### config.mk
export PLATFORM = sky130hd
export DESIGN_NAME = serial_credit_frame_bridge_unit_flat
export DESIGN_NICKNAME = d
export VERILOG_FILES = /design/src/sv/scfb_pkg.sv /design/src/sv/scfb_if.sv /design/src/sv/scfb_ring_ram.sv /design/src/sv/scfb_ctrl.sv /design/src/sv/scfb_datapath.sv /design/src/sv/serial_credit_frame_bridge_unit.sv /design/src/flat_wrapper.sv
export SDC_FILE = /design/constraint.sdc
export NUM_CORES = 1
export LEC_CHECK = 0
export BUFFER_PORTS_ARGS = -buffer_cell sky130_fd_sc_hd__buf_4
export CAP_MARGIN = 20
export CORE_AREA = 4 4 270 272
export DETAILED_ROUTE_END_ITERATION = 6
export DIE_AREA = 0 0 274 276
export PLACE_DENSITY_LB_ADDON = 0.15
export SETUP_SLACK_MARGIN = 0.5
export SLEW_MARGIN = 10
export SYNTH_ARGS = -nofsm -noshare
export SYNTH_HDL_FRONTEND = slang
export SYNTH_SLANG_ARGS = --single-unit
### constraint.sdc
create_clock -name clock -period 10.9 [get_ports clock]
set_input_delay 1.09 -clock clock [delete_from_list [all_inputs] [get_ports clock]]
set_output_delay 1.09 -clock clock [all_outputs]
set_load 0.01 [all_outputs]
### src/sv/scfb_pkg.sv
// Shared constants, codes and control structs for the serial credit frame bridge.
// No dependencies; every other file but scfb_ring_ram refers to it by scoped names.
package scfb_pkg;

   localparam int IN_DEPTH  = 64;
   localparam int OUT_DEPTH = 64;
   localparam int IN_AW     = $clog2(IN_DEPTH);
   localparam int OUT_AW    = $clog2(OUT_DEPTH);
   localparam int IN_CW     = $clog2(IN_DEPTH + 1);
   localparam int OUT_CW    = $clog2(OUT_DEPTH + 1);

   localparam int TYPE_W  = 3;
   localparam int BYTE_W  = 8;
   localparam int KIND_W  = 2;
   localparam int LEVEL_W = 7;
   localparam int NIB_W   = 4;

   localparam logic [TYPE_W-1:0] REQ_FRAME = 3'd0;
   localparam logic [TYPE_W-1:0] REQ_POLL  = 3'd1;
   localparam logic [TYPE_W-1:0] REQ_PUT   = 3'd2;
   localparam logic [TYPE_W-1:0] REQ_GET   = 3'd3;
   localparam logic [TYPE_W-1:0] REQ_CLEAR = 3'd4;

   localparam logic [KIND_W-1:0] KIND_REPLY = 2'd0;
   localparam logic [KIND_W-1:0] KIND_GET   = 2'd1;
   localparam logic [KIND_W-1:0] KIND_ACK   = 2'd2;

   localparam logic [BYTE_W-1:0] CMD_DATA        = 8'hBB;
   localparam logic [BYTE_W-1:0] CMD_CLEAR_COUNT = 8'hAA;
   localparam logic [NIB_W-1:0]  NIBBLE_MAX      = 4'hF;
   localparam logic [BYTE_W-1:0] FRAME_MAX_RESET = 8'd16;

   localparam logic [1:0] ACT_NONE   = 2'd0;
   localparam logic [1:0] ACT_SINGLE = 2'd1;
   localparam logic [1:0] ACT_REPLY  = 2'd2;

   typedef struct packed {
      logic accept;
      logic load_single;
      logic load_hdr;
      logic pop;
      logic load_pop;
   } scfb_cmd_type;

   typedef struct packed {
      logic [1:0] action;
      logic       out_free;
      logic       pop_left;
   } scfb_stat_type;

endpackage

### src/sv/scfb_if.sv
// Valid/ready channel interfaces for request, response and CSR write words.
// Depends on scfb_pkg for field widths.
interface scfb_req_if;
   logic                         valid;
   logic                         ready;
   logic [scfb_pkg::TYPE_W-1:0]  req_type;
   logic [scfb_pkg::BYTE_W-1:0]  req_data;
   logic                         req_last;
   modport source (output valid, req_type, req_data, req_last, input ready);
   modport sink   (input valid, req_type, req_data, req_last, output ready);
endinterface

interface scfb_rsp_if;
   logic                         valid;
   logic                         ready;
   logic [scfb_pkg::KIND_W-1:0]  rsp_kind;
   logic [scfb_pkg::BYTE_W-1:0]  rsp_byte_out;
   logic                         rsp_end_of_reply;
   logic [scfb_pkg::LEVEL_W-1:0] rsp_in_available;
   logic [scfb_pkg::LEVEL_W-1:0] rsp_out_space;
   logic                         rsp_ok;
   modport source (output valid, rsp_kind, rsp_byte_out, rsp_end_of_reply,
                   rsp_in_available, rsp_out_space, rsp_ok, input ready);
   modport sink   (input valid, rsp_kind, rsp_byte_out, rsp_end_of_reply,
                   rsp_in_available, rsp_out_space, rsp_ok, output ready);
endinterface

interface scfb_csr_if;
   logic                        valid;
   logic                        ready;
   logic [scfb_pkg::BYTE_W-1:0] csr_reply_frame_max;
   modport source (output valid, csr_reply_frame_max, input ready);
   modport sink   (input valid, csr_reply_frame_max, output ready);
endinterface

### src/sv/scfb_ring_ram.sv
// Generic single-write, single-read RAM with registered read data.
// Standalone; used for both byte rings.
module scfb_ring_ram #(
   parameter int DEPTH = 64,
   parameter int WIDTH = 8,
   localparam int AW = $clog2(DEPTH)
) (
   input  logic             clock,
   input  logic             we,
   input  logic [AW-1:0]    waddr,
   input  logic [WIDTH-1:0] wdata,
   input  logic             re,
   input  logic [AW-1:0]    raddr,
   output logic [WIDTH-1:0] rdata
);

   logic [WIDTH-1:0] mem [DEPTH];
   logic [WIDTH-1:0] rdata_ff;

   always_ff @(posedge clock) begin
      if (we) begin
         mem[waddr] <= wdata;
      end
      if (re) begin
         rdata_ff <= mem[raddr];
      end
   end

   assign rdata = rdata_ff;

endmodule

### src/sv/scfb_ctrl.sv
// Sequencer: accepts one request word, then walks the result words it causes.
// Depends on scfb_pkg; drives scfb_datapath by command struct.
module scfb_ctrl (
   input  logic                    clock,
   input  logic                    reset,
   input  logic                    req_valid,
   output logic                    req_ready,
   input  scfb_pkg::scfb_stat_type stat,
   output scfb_pkg::scfb_cmd_type  cmd
);

   localparam logic [2:0] ST_IDLE   = 3'd0;
   localparam logic [2:0] ST_SINGLE = 3'd1;
   localparam logic [2:0] ST_HDR    = 3'd2;
   localparam logic [2:0] ST_POP    = 3'd3;
   localparam logic [2:0] ST_DATA   = 3'd4;

   logic [2:0] state_ff;
   logic [2:0] state_in;

   always_comb begin
      state_in  = state_ff;
      cmd       = '0;
      req_ready = 1'b0;
      unique case (state_ff)
         ST_IDLE: begin
            req_ready = 1'b1;
            if (req_valid) begin
               cmd.accept = 1'b1;
               unique case (stat.action)
                  scfb_pkg::ACT_SINGLE: state_in = ST_SINGLE;
                  scfb_pkg::ACT_REPLY:  state_in = ST_HDR;
                  default:              state_in = ST_IDLE;
               endcase
            end
         end
         ST_SINGLE: begin
            if (stat.out_free) begin
               cmd.load_single = 1'b1;
               state_in        = ST_IDLE;
            end
         end
         ST_HDR: begin
            if (stat.out_free) begin
               cmd.load_hdr = 1'b1;
               state_in     = stat.pop_left ? ST_POP : ST_IDLE;
            end
         end
         ST_POP: begin
            cmd.pop  = 1'b1;
            state_in = ST_DATA;
         end
         ST_DATA: begin
            if (stat.out_free) begin
               cmd.load_pop = 1'b1;
               state_in     = stat.pop_left ? ST_POP : ST_IDLE;
            end
         end
         default: state_in = ST_IDLE;
      endcase
   end

   always_ff @(posedge clock) begin
      if (reset) begin
         state_ff <= ST_IDLE;
      end else begin
         state_ff <= state_in;
      end
   end

endmodule

### src/sv/scfb_datapath.sv
// Ring pointers, frame staging, credit logic, CSR and response output register.
// Depends on scfb_pkg and scfb_ring_ram; steered by scfb_ctrl commands.
module scfb_datapath (
   input  logic                          clock,
   input  logic                          reset,
   input  scfb_pkg::scfb_cmd_type        cmd,
   output scfb_pkg::scfb_stat_type       stat,
   input  logic [scfb_pkg::TYPE_W-1:0]   req_type,
   input  logic [scfb_pkg::BYTE_W-1:0]   req_data,
   input  logic                          req_last,
   input  logic                          csr_we,
   input  logic [scfb_pkg::BYTE_W-1:0]   csr_data,
   input  logic                          rsp_ready,
   output logic                          rsp_valid,
   output logic [scfb_pkg::KIND_W-1:0]   rsp_kind,
   output logic [scfb_pkg::BYTE_W-1:0]   rsp_byte_out,
   output logic                          rsp_end_of_reply,
   output logic [scfb_pkg::LEVEL_W-1:0]  rsp_in_available,
   output logic [scfb_pkg::LEVEL_W-1:0]  rsp_out_space,
   output logic                          rsp_ok
);

   localparam int IN_AW  = scfb_pkg::IN_AW;
   localparam int OUT_AW = scfb_pkg::OUT_AW;
   localparam int IN_CW  = scfb_pkg::IN_CW;
   localparam int OUT_CW = scfb_pkg::OUT_CW;
   localparam int BW     = scfb_pkg::BYTE_W;
   localparam int NW     = scfb_pkg::NIB_W;
   localparam int KW     = scfb_pkg::KIND_W;
   localparam int LW     = scfb_pkg::LEVEL_W;

   function automatic logic [IN_AW-1:0] in_inc(input logic [IN_AW-1:0] p);
      in_inc = (p == IN_AW'(scfb_pkg::IN_DEPTH - 1)) ? '0 : p + 1'b1;
   endfunction

   function automatic logic [OUT_AW-1:0] out_inc(input logic [OUT_AW-1:0] p);
      out_inc = (p == OUT_AW'(scfb_pkg::OUT_DEPTH - 1)) ? '0 : p + 1'b1;
   endfunction

   logic [IN_AW-1:0]  in_head_ff, in_head_in, in_tail_ff, in_tail_in;
   logic [IN_AW-1:0]  stage_ptr_ff, stage_ptr_in;
   logic [IN_CW-1:0]  in_count_ff, in_count_in, len_ff, len_in;
   logic              active_ff, active_in, over_ff, over_in;
   logic [BW-1:0]     frame_cmd_ff, frame_cmd_in;
   logic [OUT_AW-1:0] out_head_ff, out_head_in, out_tail_ff, out_tail_in;
   logic [OUT_CW-1:0] out_count_ff, out_count_in;
   logic [NW-1:0]     declared_ff, declared_in;
   logic [BW-1:0]     frame_max_ff, frame_max_in;
   logic [NW-1:0]     pop_left_ff, pop_left_in;
   logic [BW-1:0]     hdr_ff, hdr_in;
   logic [KW-1:0]     single_kind_ff, single_kind_in;
   logic [BW-1:0]     single_byte_ff, single_byte_in;
   logic              single_ok_ff, single_ok_in;
   logic              single_get_ff, single_get_in;

   logic              rsp_valid_ff, rsp_valid_in;
   logic [KW-1:0]     rsp_kind_ff, rsp_kind_in;
   logic [BW-1:0]     rsp_byte_ff, rsp_byte_in;
   logic              rsp_eor_ff, rsp_eor_in;
   logic [LW-1:0]     rsp_inav_ff, rsp_inav_in;
   logic [LW-1:0]     rsp_osp_ff, rsp_osp_in;
   logic              rsp_ok_ff, rsp_ok_in;

   logic              in_we, in_re, out_we, out_re;
   logic [BW-1:0]     in_rdata, out_rdata;
   logic [1:0]        action;

   scfb_ring_ram #(.DEPTH(scfb_pkg::IN_DEPTH), .WIDTH(BW)) u_in_ram (
      .clock (clock),
      .we    (in_we),
      .waddr (stage_ptr_ff),
      .wdata (req_data),
      .re    (in_re),
      .raddr (in_head_ff),
      .rdata (in_rdata)
   );

   scfb_ring_ram #(.DEPTH(scfb_pkg::OUT_DEPTH), .WIDTH(BW)) u_out_ram (
      .clock (clock),
      .we    (out_we),
      .waddr (out_tail_ff),
      .wdata (req_data),
      .re    (out_re),
      .raddr (out_head_ff),
      .rdata (out_rdata)
   );

   always_comb begin
      logic [IN_CW-1:0]  in_room;
      logic [BW-1:0]     cur_cmd;
      logic [IN_CW-1:0]  cur_len;
      logic              cur_over;
      logic [IN_AW-1:0]  cur_stage;
      logic              serve;
      logic [NW-1:0]     dec_eff;
      logic [OUT_CW-1:0] fresh_w;
      logic [NW-1:0]     fresh4;
      logic [BW-1:0]     cap;
      logic [NW-1:0]     space4;

      in_head_in     = in_head_ff;
      in_tail_in     = in_tail_ff;
      stage_ptr_in   = stage_ptr_ff;
      in_count_in    = in_count_ff;
      len_in         = len_ff;
      active_in      = active_ff;
      over_in        = over_ff;
      frame_cmd_in   = frame_cmd_ff;
      out_head_in    = out_head_ff;
      out_tail_in    = out_tail_ff;
      out_count_in   = out_count_ff;
      declared_in    = declared_ff;
      frame_max_in   = csr_we ? csr_data : frame_max_ff;
      pop_left_in    = pop_left_ff;
      hdr_in         = hdr_ff;
      single_kind_in = single_kind_ff;
      single_byte_in = single_byte_ff;
      single_ok_in   = single_ok_ff;
      single_get_in  = single_get_ff;
      in_we          = 1'b0;
      in_re          = 1'b0;
      out_we         = 1'b0;
      out_re         = 1'b0;
      action         = scfb_pkg::ACT_NONE;
      serve          = 1'b0;
      dec_eff        = declared_ff;
      in_room        = IN_CW'(scfb_pkg::IN_DEPTH) - in_count_ff;
      cur_cmd        = frame_cmd_ff;
      cur_len        = len_ff;
      cur_over       = over_ff;
      cur_stage      = stage_ptr_ff;
      fresh_w        = '0;
      fresh4         = '0;
      cap            = '0;
      space4         = '0;

      if (cmd.accept) begin
         unique case (req_type)
            scfb_pkg::REQ_FRAME: begin
               if (!active_ff) begin
                  cur_cmd   = req_data;
                  cur_len   = '0;
                  cur_over  = 1'b0;
                  cur_stage = in_tail_ff;
               end else if (!over_ff && len_ff < in_room) begin
                  in_we     = 1'b1;
                  cur_len   = len_ff + 1'b1;
                  cur_stage = in_inc(stage_ptr_ff);
               end else begin
                  cur_over = 1'b1;
               end
               active_in    = 1'b1;
               frame_cmd_in = cur_cmd;
               len_in       = cur_len;
               over_in      = cur_over;
               stage_ptr_in = cur_stage;
               if (req_last) begin
                  active_in    = 1'b0;
                  frame_cmd_in = '0;
                  len_in       = '0;
                  over_in      = 1'b0;
                  if (cur_cmd == scfb_pkg::CMD_DATA && !cur_over && cur_len <= in_room) begin
                     in_count_in = in_count_ff + cur_len;
                     in_tail_in  = cur_stage;
                  end else begin
                     serve = 1'b1;
                     if (cur_cmd == scfb_pkg::CMD_CLEAR_COUNT) begin
                        dec_eff = '0;
                     end
                  end
               end
            end
            scfb_pkg::REQ_POLL: begin
               active_in    = 1'b0;
               frame_cmd_in = '0;
               len_in       = '0;
               over_in      = 1'b0;
               serve        = 1'b1;
            end
            scfb_pkg::REQ_PUT: begin
               action         = scfb_pkg::ACT_SINGLE;
               single_kind_in = scfb_pkg::KIND_ACK;
               single_byte_in = req_data;
               single_get_in  = 1'b0;
               if (out_count_ff < OUT_CW'(scfb_pkg::OUT_DEPTH)) begin
                  out_we       = 1'b1;
                  out_tail_in  = out_inc(out_tail_ff);
                  out_count_in = out_count_ff + 1'b1;
                  single_ok_in = 1'b1;
               end else begin
                  single_ok_in = 1'b0;
               end
            end
            scfb_pkg::REQ_GET: begin
               action         = scfb_pkg::ACT_SINGLE;
               single_kind_in = scfb_pkg::KIND_GET;
               single_byte_in = '0;
               single_get_in  = 1'b1;
               if (in_count_ff != '0) begin
                  in_re        = 1'b1;
                  in_head_in   = in_inc(in_head_ff);
                  in_count_in  = in_count_ff - 1'b1;
                  single_ok_in = 1'b1;
               end else begin
                  single_ok_in = 1'b0;
               end
            end
            scfb_pkg::REQ_CLEAR: begin
               action         = scfb_pkg::ACT_SINGLE;
               single_kind_in = scfb_pkg::KIND_ACK;
               single_byte_in = '0;
               single_ok_in   = 1'b1;
               single_get_in  = 1'b0;
               in_head_in     = '0;
               in_tail_in     = '0;
               in_count_in    = '0;
               out_head_in    = '0;
               out_tail_in    = '0;
               out_count_in   = '0;
               if (active_ff) begin
                  len_in  = '0;
                  over_in = 1'b1;
               end
            end
            default: begin
            end
         endcase

         if (serve) begin
            if (out_count_ff < OUT_CW'(dec_eff)) begin
               in_head_in   = '0;
               in_tail_in   = '0;
               in_count_in  = '0;
               out_head_in  = '0;
               out_tail_in  = '0;
               out_count_in = '0;
               declared_in  = '0;
            end else begin
               fresh_w = out_count_ff - OUT_CW'(dec_eff);
               fresh4  = (fresh_w > OUT_CW'(scfb_pkg::NIBBLE_MAX)) ?
                         scfb_pkg::NIBBLE_MAX : fresh_w[NW-1:0];
               cap     = (frame_max_ff == '0) ? '0 : frame_max_ff - 1'b1;
               if (BW'(fresh4) > cap) begin
                  fresh4 = cap[NW-1:0];
               end
               space4  = (in_room > IN_CW'(scfb_pkg::NIBBLE_MAX)) ?
                         scfb_pkg::NIBBLE_MAX : in_room[NW-1:0];
               hdr_in       = {space4, fresh4};
               pop_left_in  = dec_eff;
               out_count_in = out_count_ff - OUT_CW'(dec_eff);
               declared_in  = fresh4;
               action       = scfb_pkg::ACT_REPLY;
            end
         end
      end

      if (cmd.pop) begin
         out_re      = 1'b1;
         out_head_in = out_inc(out_head_ff);
         pop_left_in = pop_left_ff - 1'b1;
      end
   end

   always_comb begin
      rsp_valid_in = rsp_valid_ff && !rsp_ready;
      rsp_kind_in  = rsp_kind_ff;
      rsp_byte_in  = rsp_byte_ff;
      rsp_eor_in   = rsp_eor_ff;
      rsp_ok_in    = rsp_ok_ff;
      rsp_inav_in  = rsp_inav_ff;
      rsp_osp_in   = rsp_osp_ff;
      if (cmd.load_single || cmd.load_hdr || cmd.load_pop) begin
         rsp_valid_in = 1'b1;
         rsp_inav_in  = LW'(in_count_ff);
         rsp_osp_in   = LW'(OUT_CW'(scfb_pkg::OUT_DEPTH) - out_count_ff);
      end
      priority if (cmd.load_single) begin
         rsp_kind_in = single_kind_ff;
         rsp_byte_in = (single_get_ff && single_ok_ff) ? in_rdata : single_byte_ff;
         rsp_eor_in  = 1'b1;
         rsp_ok_in   = single_ok_ff;
      end else if (cmd.load_hdr) begin
         rsp_kind_in = scfb_pkg::KIND_REPLY;
         rsp_byte_in = hdr_ff;
         rsp_eor_in  = (pop_left_ff == '0);
         rsp_ok_in   = 1'b1;
      end else if (cmd.load_pop) begin
         rsp_kind_in = scfb_pkg::KIND_REPLY;
         rsp_byte_in = out_rdata;
         rsp_eor_in  = (pop_left_ff == '0);
         rsp_ok_in   = 1'b1;
      end else begin
      end
   end

   always_ff @(posedge clock) begin
      if (reset) begin
         in_head_ff   <= '0;
         in_tail_ff   <= '0;
         stage_ptr_ff <= '0;
         in_count_ff  <= '0;
         len_ff       <= '0;
         active_ff    <= 1'b0;
         over_ff      <= 1'b0;
         frame_cmd_ff <= '0;
         out_head_ff  <= '0;
         out_tail_ff  <= '0;
         out_count_ff <= '0;
         declared_ff  <= '0;
         frame_max_ff <= scfb_pkg::FRAME_MAX_RESET;
         pop_left_ff  <= '0;
         rsp_valid_ff <= 1'b0;
      end else begin
         in_head_ff   <= in_head_in;
         in_tail_ff   <= in_tail_in;
         stage_ptr_ff <= stage_ptr_in;
         in_count_ff  <= in_count_in;
         len_ff       <= len_in;
         active_ff    <= active_in;
         over_ff      <= over_in;
         frame_cmd_ff <= frame_cmd_in;
         out_head_ff  <= out_head_in;
         out_tail_ff  <= out_tail_in;
         out_count_ff <= out_count_in;
         declared_ff  <= declared_in;
         frame_max_ff <= frame_max_in;
         pop_left_ff  <= pop_left_in;
         rsp_valid_ff <= rsp_valid_in;
      end
   end

   always_ff @(posedge clock) begin
      hdr_ff         <= hdr_in;
      single_kind_ff <= single_kind_in;
      single_byte_ff <= single_byte_in;
      single_ok_ff   <= single_ok_in;
      single_get_ff  <= single_get_in;
      rsp_kind_ff    <= rsp_kind_in;
      rsp_byte_ff    <= rsp_byte_in;
      rsp_eor_ff     <= rsp_eor_in;
      rsp_inav_ff    <= rsp_inav_in;
      rsp_osp_ff     <= rsp_osp_in;
      rsp_ok_ff      <= rsp_ok_in;
   end

   assign stat.action   = action;
   assign stat.out_free = !rsp_valid_ff || rsp_ready;
   assign stat.pop_left = (pop_left_ff != '0);

   assign rsp_valid        = rsp_valid_ff;
   assign rsp_kind         = rsp_kind_ff;
   assign rsp_byte_out     = rsp_byte_ff;
   assign rsp_end_of_reply = rsp_eor_ff;
   assign rsp_in_available = rsp_inav_ff;
   assign rsp_out_space    = rsp_osp_ff;
   assign rsp_ok           = rsp_ok_ff;

endmodule

### src/sv/serial_credit_frame_bridge_unit.sv
// Top level of the serial credit frame bridge: sequencer plus datapath.
// Depends on scfb_pkg, scfb_if, scfb_ctrl, scfb_datapath and scfb_ring_ram.
//
// Request words carry remote frame bytes, polls and local put/get/clear; each
// request word yields zero or more response words, the last flagged by
// end_of_reply. One request word is in work at a time. A frame byte that
// causes no reply leaves the sequencer idle. Put, get and clear are accepted,
// then place their single word in the output register. A reply is accepted,
// then loads the header word, then for each returned data word pops the
// outbound ring RAM and, as its read port is registered, loads the word after
// that. A new request is taken while the last response word still waits in the
// output register. Both rings start empty after reset with no clearing pass;
// CSR writes are always accepted and take effect on the next cycle.
module serial_credit_frame_bridge_unit (
   input  logic       clock,
   input  logic       reset,
   scfb_req_if.sink   req,
   scfb_rsp_if.source rsp,
   scfb_csr_if.sink   csr
);

   scfb_pkg::scfb_cmd_type  cmd;
   scfb_pkg::scfb_stat_type stat;

   assign csr.ready = 1'b1;

   scfb_ctrl u_ctrl (
      .clock     (clock),
      .reset     (reset),
      .req_valid (req.valid),
      .req_ready (req.ready),
      .stat      (stat),
      .cmd       (cmd)
   );

   scfb_datapath u_datapath (
      .clock            (clock),
      .reset            (reset),
      .cmd              (cmd),
      .stat             (stat),
      .req_type         (req.req_type),
      .req_data         (req.req_data),
      .req_last         (req.req_last),
      .csr_we           (csr.valid),
      .csr_data         (csr.csr_reply_frame_max),
      .rsp_ready        (rsp.ready),
      .rsp_valid        (rsp.valid),
      .rsp_kind         (rsp.rsp_kind),
      .rsp_byte_out     (rsp.rsp_byte_out),
      .rsp_end_of_reply (rsp.rsp_end_of_reply),
      .rsp_in_available (rsp.rsp_in_available),
      .rsp_out_space    (rsp.rsp_out_space),
      .rsp_ok           (rsp.rsp_ok)
   );

   a_busy_after_accept: assert property (@(posedge clock) disable iff (reset)
      cmd.accept && (stat.action != scfb_pkg::ACT_NONE) |=> !req.ready)
      else $error("request taken while results of previous word pending");

   a_pop_has_work: assert property (@(posedge clock) disable iff (reset)
      cmd.pop |-> stat.pop_left)
      else $error("outbound pop with no declared word left");

   a_levels_in_range: assert property (@(posedge clock) disable iff (reset)
      rsp.valid |-> (rsp.rsp_in_available <= scfb_pkg::LEVEL_W'(scfb_pkg::IN_DEPTH)) &&
                    (rsp.rsp_out_space <= scfb_pkg::LEVEL_W'(scfb_pkg::OUT_DEPTH)))
      else $error("ring level beyond depth");

endmodule
### src/flat_wrapper.sv
// flat-port wrapper written by rule: the top's interface ports become plain ports
module serial_credit_frame_bridge_unit_flat 
  (clock, reset, req_valid, req_req_type, req_req_data, req_req_last, req_ready, rsp_valid, rsp_rsp_kind, rsp_rsp_byte_out, rsp_rsp_end_of_reply, rsp_rsp_in_available, rsp_rsp_out_space, rsp_rsp_ok, rsp_ready, csr_valid, csr_csr_reply_frame_max, csr_ready);
  scfb_req_if req_i ();
  scfb_rsp_if rsp_i ();
  scfb_csr_if csr_i ();
  input  logic clock;
  input  logic reset;
  input wire logic [$bits(req_i.valid)-1:0] req_valid;
  input wire logic [$bits(req_i.req_type)-1:0] req_req_type;
  input wire logic [$bits(req_i.req_data)-1:0] req_req_data;
  input wire logic [$bits(req_i.req_last)-1:0] req_req_last;
  output wire logic [$bits(req_i.ready)-1:0] req_ready;
  output wire logic [$bits(rsp_i.valid)-1:0] rsp_valid;
  output wire logic [$bits(rsp_i.rsp_kind)-1:0] rsp_rsp_kind;
  output wire logic [$bits(rsp_i.rsp_byte_out)-1:0] rsp_rsp_byte_out;
  output wire logic [$bits(rsp_i.rsp_end_of_reply)-1:0] rsp_rsp_end_of_reply;
  output wire logic [$bits(rsp_i.rsp_in_available)-1:0] rsp_rsp_in_available;
  output wire logic [$bits(rsp_i.rsp_out_space)-1:0] rsp_rsp_out_space;
  output wire logic [$bits(rsp_i.rsp_ok)-1:0] rsp_rsp_ok;
  input wire logic [$bits(rsp_i.ready)-1:0] rsp_ready;
  input wire logic [$bits(csr_i.valid)-1:0] csr_valid;
  input wire logic [$bits(csr_i.csr_reply_frame_max)-1:0] csr_csr_reply_frame_max;
  output wire logic [$bits(csr_i.ready)-1:0] csr_ready;
  assign req_i.valid = req_valid;
  assign req_i.req_type = req_req_type;
  assign req_i.req_data = req_req_data;
  assign req_i.req_last = req_req_last;
  assign req_ready = req_i.ready;
  assign rsp_valid = rsp_i.valid;
  assign rsp_rsp_kind = rsp_i.rsp_kind;
  assign rsp_rsp_byte_out = rsp_i.rsp_byte_out;
  assign rsp_rsp_end_of_reply = rsp_i.rsp_end_of_reply;
  assign rsp_rsp_in_available = rsp_i.rsp_in_available;
  assign rsp_rsp_out_space = rsp_i.rsp_out_space;
  assign rsp_rsp_ok = rsp_i.rsp_ok;
  assign rsp_i.ready = rsp_ready;
  assign csr_i.valid = csr_valid;
  assign csr_i.csr_reply_frame_max = csr_csr_reply_frame_max;
  assign csr_ready = csr_i.ready;
  serial_credit_frame_bridge_unit u_core (.clock(clock), .reset(reset), .req(req_i), .rsp(rsp_i), .csr(csr_i));
endmodule
==> run metrics <==
GR Util met3=0.0676; Max VDD drop=0.000211 V; RSZ-0062 raised after global routing=false; cts hold-fix bufs=0; syn avg cell area=roughly 19 um^2; die area=~76000 um^2; crit-path cells=inv_1 > ha_1 > xor2_1 > ha_1 > a21oi_1 > o21ai_0 > maj3_1 > a2111oi_0 > o31ai_2 > buf_4 > nor2_1 > nand3_1 > xor2_1 > nor2_1 > ha_1 > o21a_1 > o22ai_1 > a31oi_1 > a211oi_1 > inv_1 > a211oi_2 > o21ai_0 > a31o_2 > a22o_1; Multi-input gate area=12600 um^2; initial antenna violation count=3; busiest grt layer=met2; library cells used by synthesis=76; met1 Use GR=0.455; dpl hpwl=64.9 mm; Final setup viols=0; Gates resized, CTS repair=0; clock latency on the worst-skew pair=between 0.6 and 0.7 ns; critical path arrival=slightly above 7 ns; vias per cell=~7; flop and latch count out of synthesis=about 1200; layout cells sized above 1=0.232; Final Hold Viols=0; area share of the largest cell type after synthesis=0.685; Antenna Nets Post-Route=0; Layout Skew=roughly 0.026 ns; sequential cell area fraction in the yosys report=0.719; crit share post-route=0.604; Synth area leaders=edfxtp_1, mux4_2, dfxtp_1; DRT iter0 DRCs=around 3800; relative slew slack=0.246; CTS tree=done; I/O Buffers=52; Congestion Overflow GR=0; pin count of the biggest net entering global routing=about 110; post-CTS setup repair buffer count=0; Die Y-Extent=roughly 280 um; worst-margin pin slew=approximately 1.1 ns; Pint=between 7000 and 8000 uW; Placed Instance Area=48800 um^2; critical path's most frequent cell=ha_1; clk buf depth=3; setup slack, reg-to-reg=approximately 4.3 ns; clock share of power=0.429; register area=~34000 um^2; Syn Nets=~2600; CP top delay family=compound AO/OA/AOI/OAI gates; final-stage net count=between 2000 and 3000; Logic pwr share=0.034; post-layout instance area=roughly 53000 um^2; clock sink count=1166; vias in the first global route=25398; Util after Layout=0.743; Pwr Total=just over 9000 uW; # diodes=0; Initial Util=0.672; most frequent cell after synthesis=edfxtp_1; synth warn=0; Cells after Synth=between 2000 and 3000; Static Leak=~0.016 uW; final wirelength=112 mm; Seq pwr share=0.536; Max Slew Vio Count=0; Core Footprint=just over 70000 um^2; num ports=54; Synth Cell Area=~48000 um^2; Tot GR Track Use=0.301; Critical Path RT=between 10 and 15 ns; Worst-path clk slew=roughly 0.060 ns; RD Place Congestion=0.894; CTS Buf Count=approximately 110; Clock Root Buffer=clkbuf_16; P_sw=1900 uW; Die Width=274 um; failing checks=design-rule violations; Crit-path slowest cell=a211oi_2; drt pass-1 iters=7; drt wl/cell=roughly 31 um; switching portion of total power=0.207; Worst Path Buf+Inv=3; first-pass GRT wire length=roughly 170 mm; Power Density=175 nW/um^2; DRC errors left=11; final total negative setup slack=0 ns; Max Fclk=roughly 150 MHz; DR vias=approximately 26000; Hold Crit Class=flop to flop; CTS HTree Levels=3; Worst Setup Path Type=flop to flop; Top FF cell, synth=edfxtp_1; GRT met2 Usage=0.458; number of synthesized flops with an enable pin=between 1000 and 1500; row count=98; number of filler cells placed in the layout=between 3000 and 4000; Setup crit start kind=flop; Layout Area Growth over Synthesis=10.6%; cell taking the most area after synthesis=edfxtp_1; Max stage delay on crit path=roughly 0.85 ns; Final min period=between 6 and 7 ns; CP endpoint kind=flop; FFs w/ async S/R, synth=0; max cap viols=0; Max FO, Critical Path=20; top cells by instance count after synthesis=edfxtp_1, mux4_2, nor2_1; status=finished, violations left
-- final cells by class --
cell class | count | share of cell area
Multi-Input combinational cell | 1205 | 0.241
Timing Repair Buffer | 84 | 0.0127
Clock inverter | 83 | 0.0157
Inverter | 35 | 0.00250
Tap cell | 950 | 0.0226
Clock buffer | 125 | 0.0551
Sequential cell | 1166 | 0.651
-- through the flow --
stage / worst slack, ns / hold WS, ns / std cells
3_5_place_dp: 3.86 / 0.460 / 3434
4_1_cts: 4.35 / 0.474 / 3642
3_3_place_gp: 3.89 / 0.440 / 3434
5_1_grt: 3.84 / 0.495 / 3648
6_report: 4.32 / 0.472 / 3648
2_1_floorplan: 4.89 / 0.432 / 2557
-- registers in the layout, indices dropped and copies added (netlist names), 7 cells and up --
signal,flops
u_core.u_datapath.u_in_ram.mem,512
u_core.u_datapath.u_out_ram.mem,512
u_core.u_datapath.frame_cmd_ff,8
u_core.u_datapath.frame_max_ff,8
u_core.u_datapath.hdr_ff,8
u_core.u_datapath.rsp_byte_out,8
u_core.u_datapath.single_byte_ff,8
u_core.u_datapath.u_in_ram.rdata,8
u_core.u_datapath.u_out_ram.rdata,8
u_core.u_datapath.in_count_ff,7
u_core.u_datapath.len_ff,7
u_core.u_datapath.out_count_ff,7
u_core.u_datapath.rsp_in_available,7
u_core.u_datapath.rsp_out_space,7
-- layer usage --
metal / vias up / share of wire
met2: 1741 / 0.48
li1: 10470 / -
met1: 13086 / 0.38
met5: - / 0.00023
met4: 4 / 0.028
met3: 237 / 0.11
-- power by group through the flow --
stage / registers [uW] / clock network, uW / logic [uW]
final: 4920 / 3940 / 314
after floorplan: 5010 / 0 / 172
after detailed placement: 5020 / 0 / 308
after global routing: 4920 / 4180 / 345
after CTS: 4920 / 3970 / 311
after global placement: 5020 / 0 / 300
-- layout by cell type, fill, tap and decap left out, types with 9 or more instances in the layout --
cell	count
edfxtp_1	1084
mux4_2	328
nor2_1	215
clkbuf_16	114
nand2_1	100
buf_4	78
dfxtp_1	76
a21oi_1	72
o21ai_0	56
nand3_1	43
ha_1	35
inv_1	34
mux2i_1	33
clkinv_1	28
nor3_1	25
clkinv_2	22
a31oi_1	16
xnor2_1	16
a211oi_1	15
bufinv_16	15
and2_1	14
nand3b_1	13
and3_1	13
a22oi_1	13
or3_1	12
nand2b_1	11
xor2_1	11
clkinvlp_4	11
clkbuf_1	11
nor2b_1	10
or2_2	10
mux2_2	10
o21a_1	9
o211ai_1	9
-- logic make-up (layout without fill, tap and decap cells) --
family	Yosys count	after routing	synth area share
compound gates	264	264	0.0359
xor+xnor	28	28	0.00532
fa+ha+maj	38	38	0.0103
buf+inv	186	327	0.0151
flops	1166	1166	0.719
mux	371	371	0.165
other cells	1	1	0.0000789
simple gates	503	503	0.0493
-- final timing paths --
kind | cells after the start | from | endpoint
setup / recovery | 24 | u_core.u_datapath.in_count_ff[0] | u_core.u_datapath.in_tail_ff[0]
setup reg to reg | 24 | u_core.u_datapath.in_count_ff[0] | u_core.u_datapath.in_tail_ff[0]
hold / removal | 1 | u_core.u_datapath.in_tail_ff[2] | u_core.u_datapath.in_tail_ff[2]
hold reg to reg | 1 | u_core.u_datapath.in_tail_ff[2] | u_core.u_datapath.in_tail_ff[2]
Note: power is estimated with default switching activity, not from simulation.
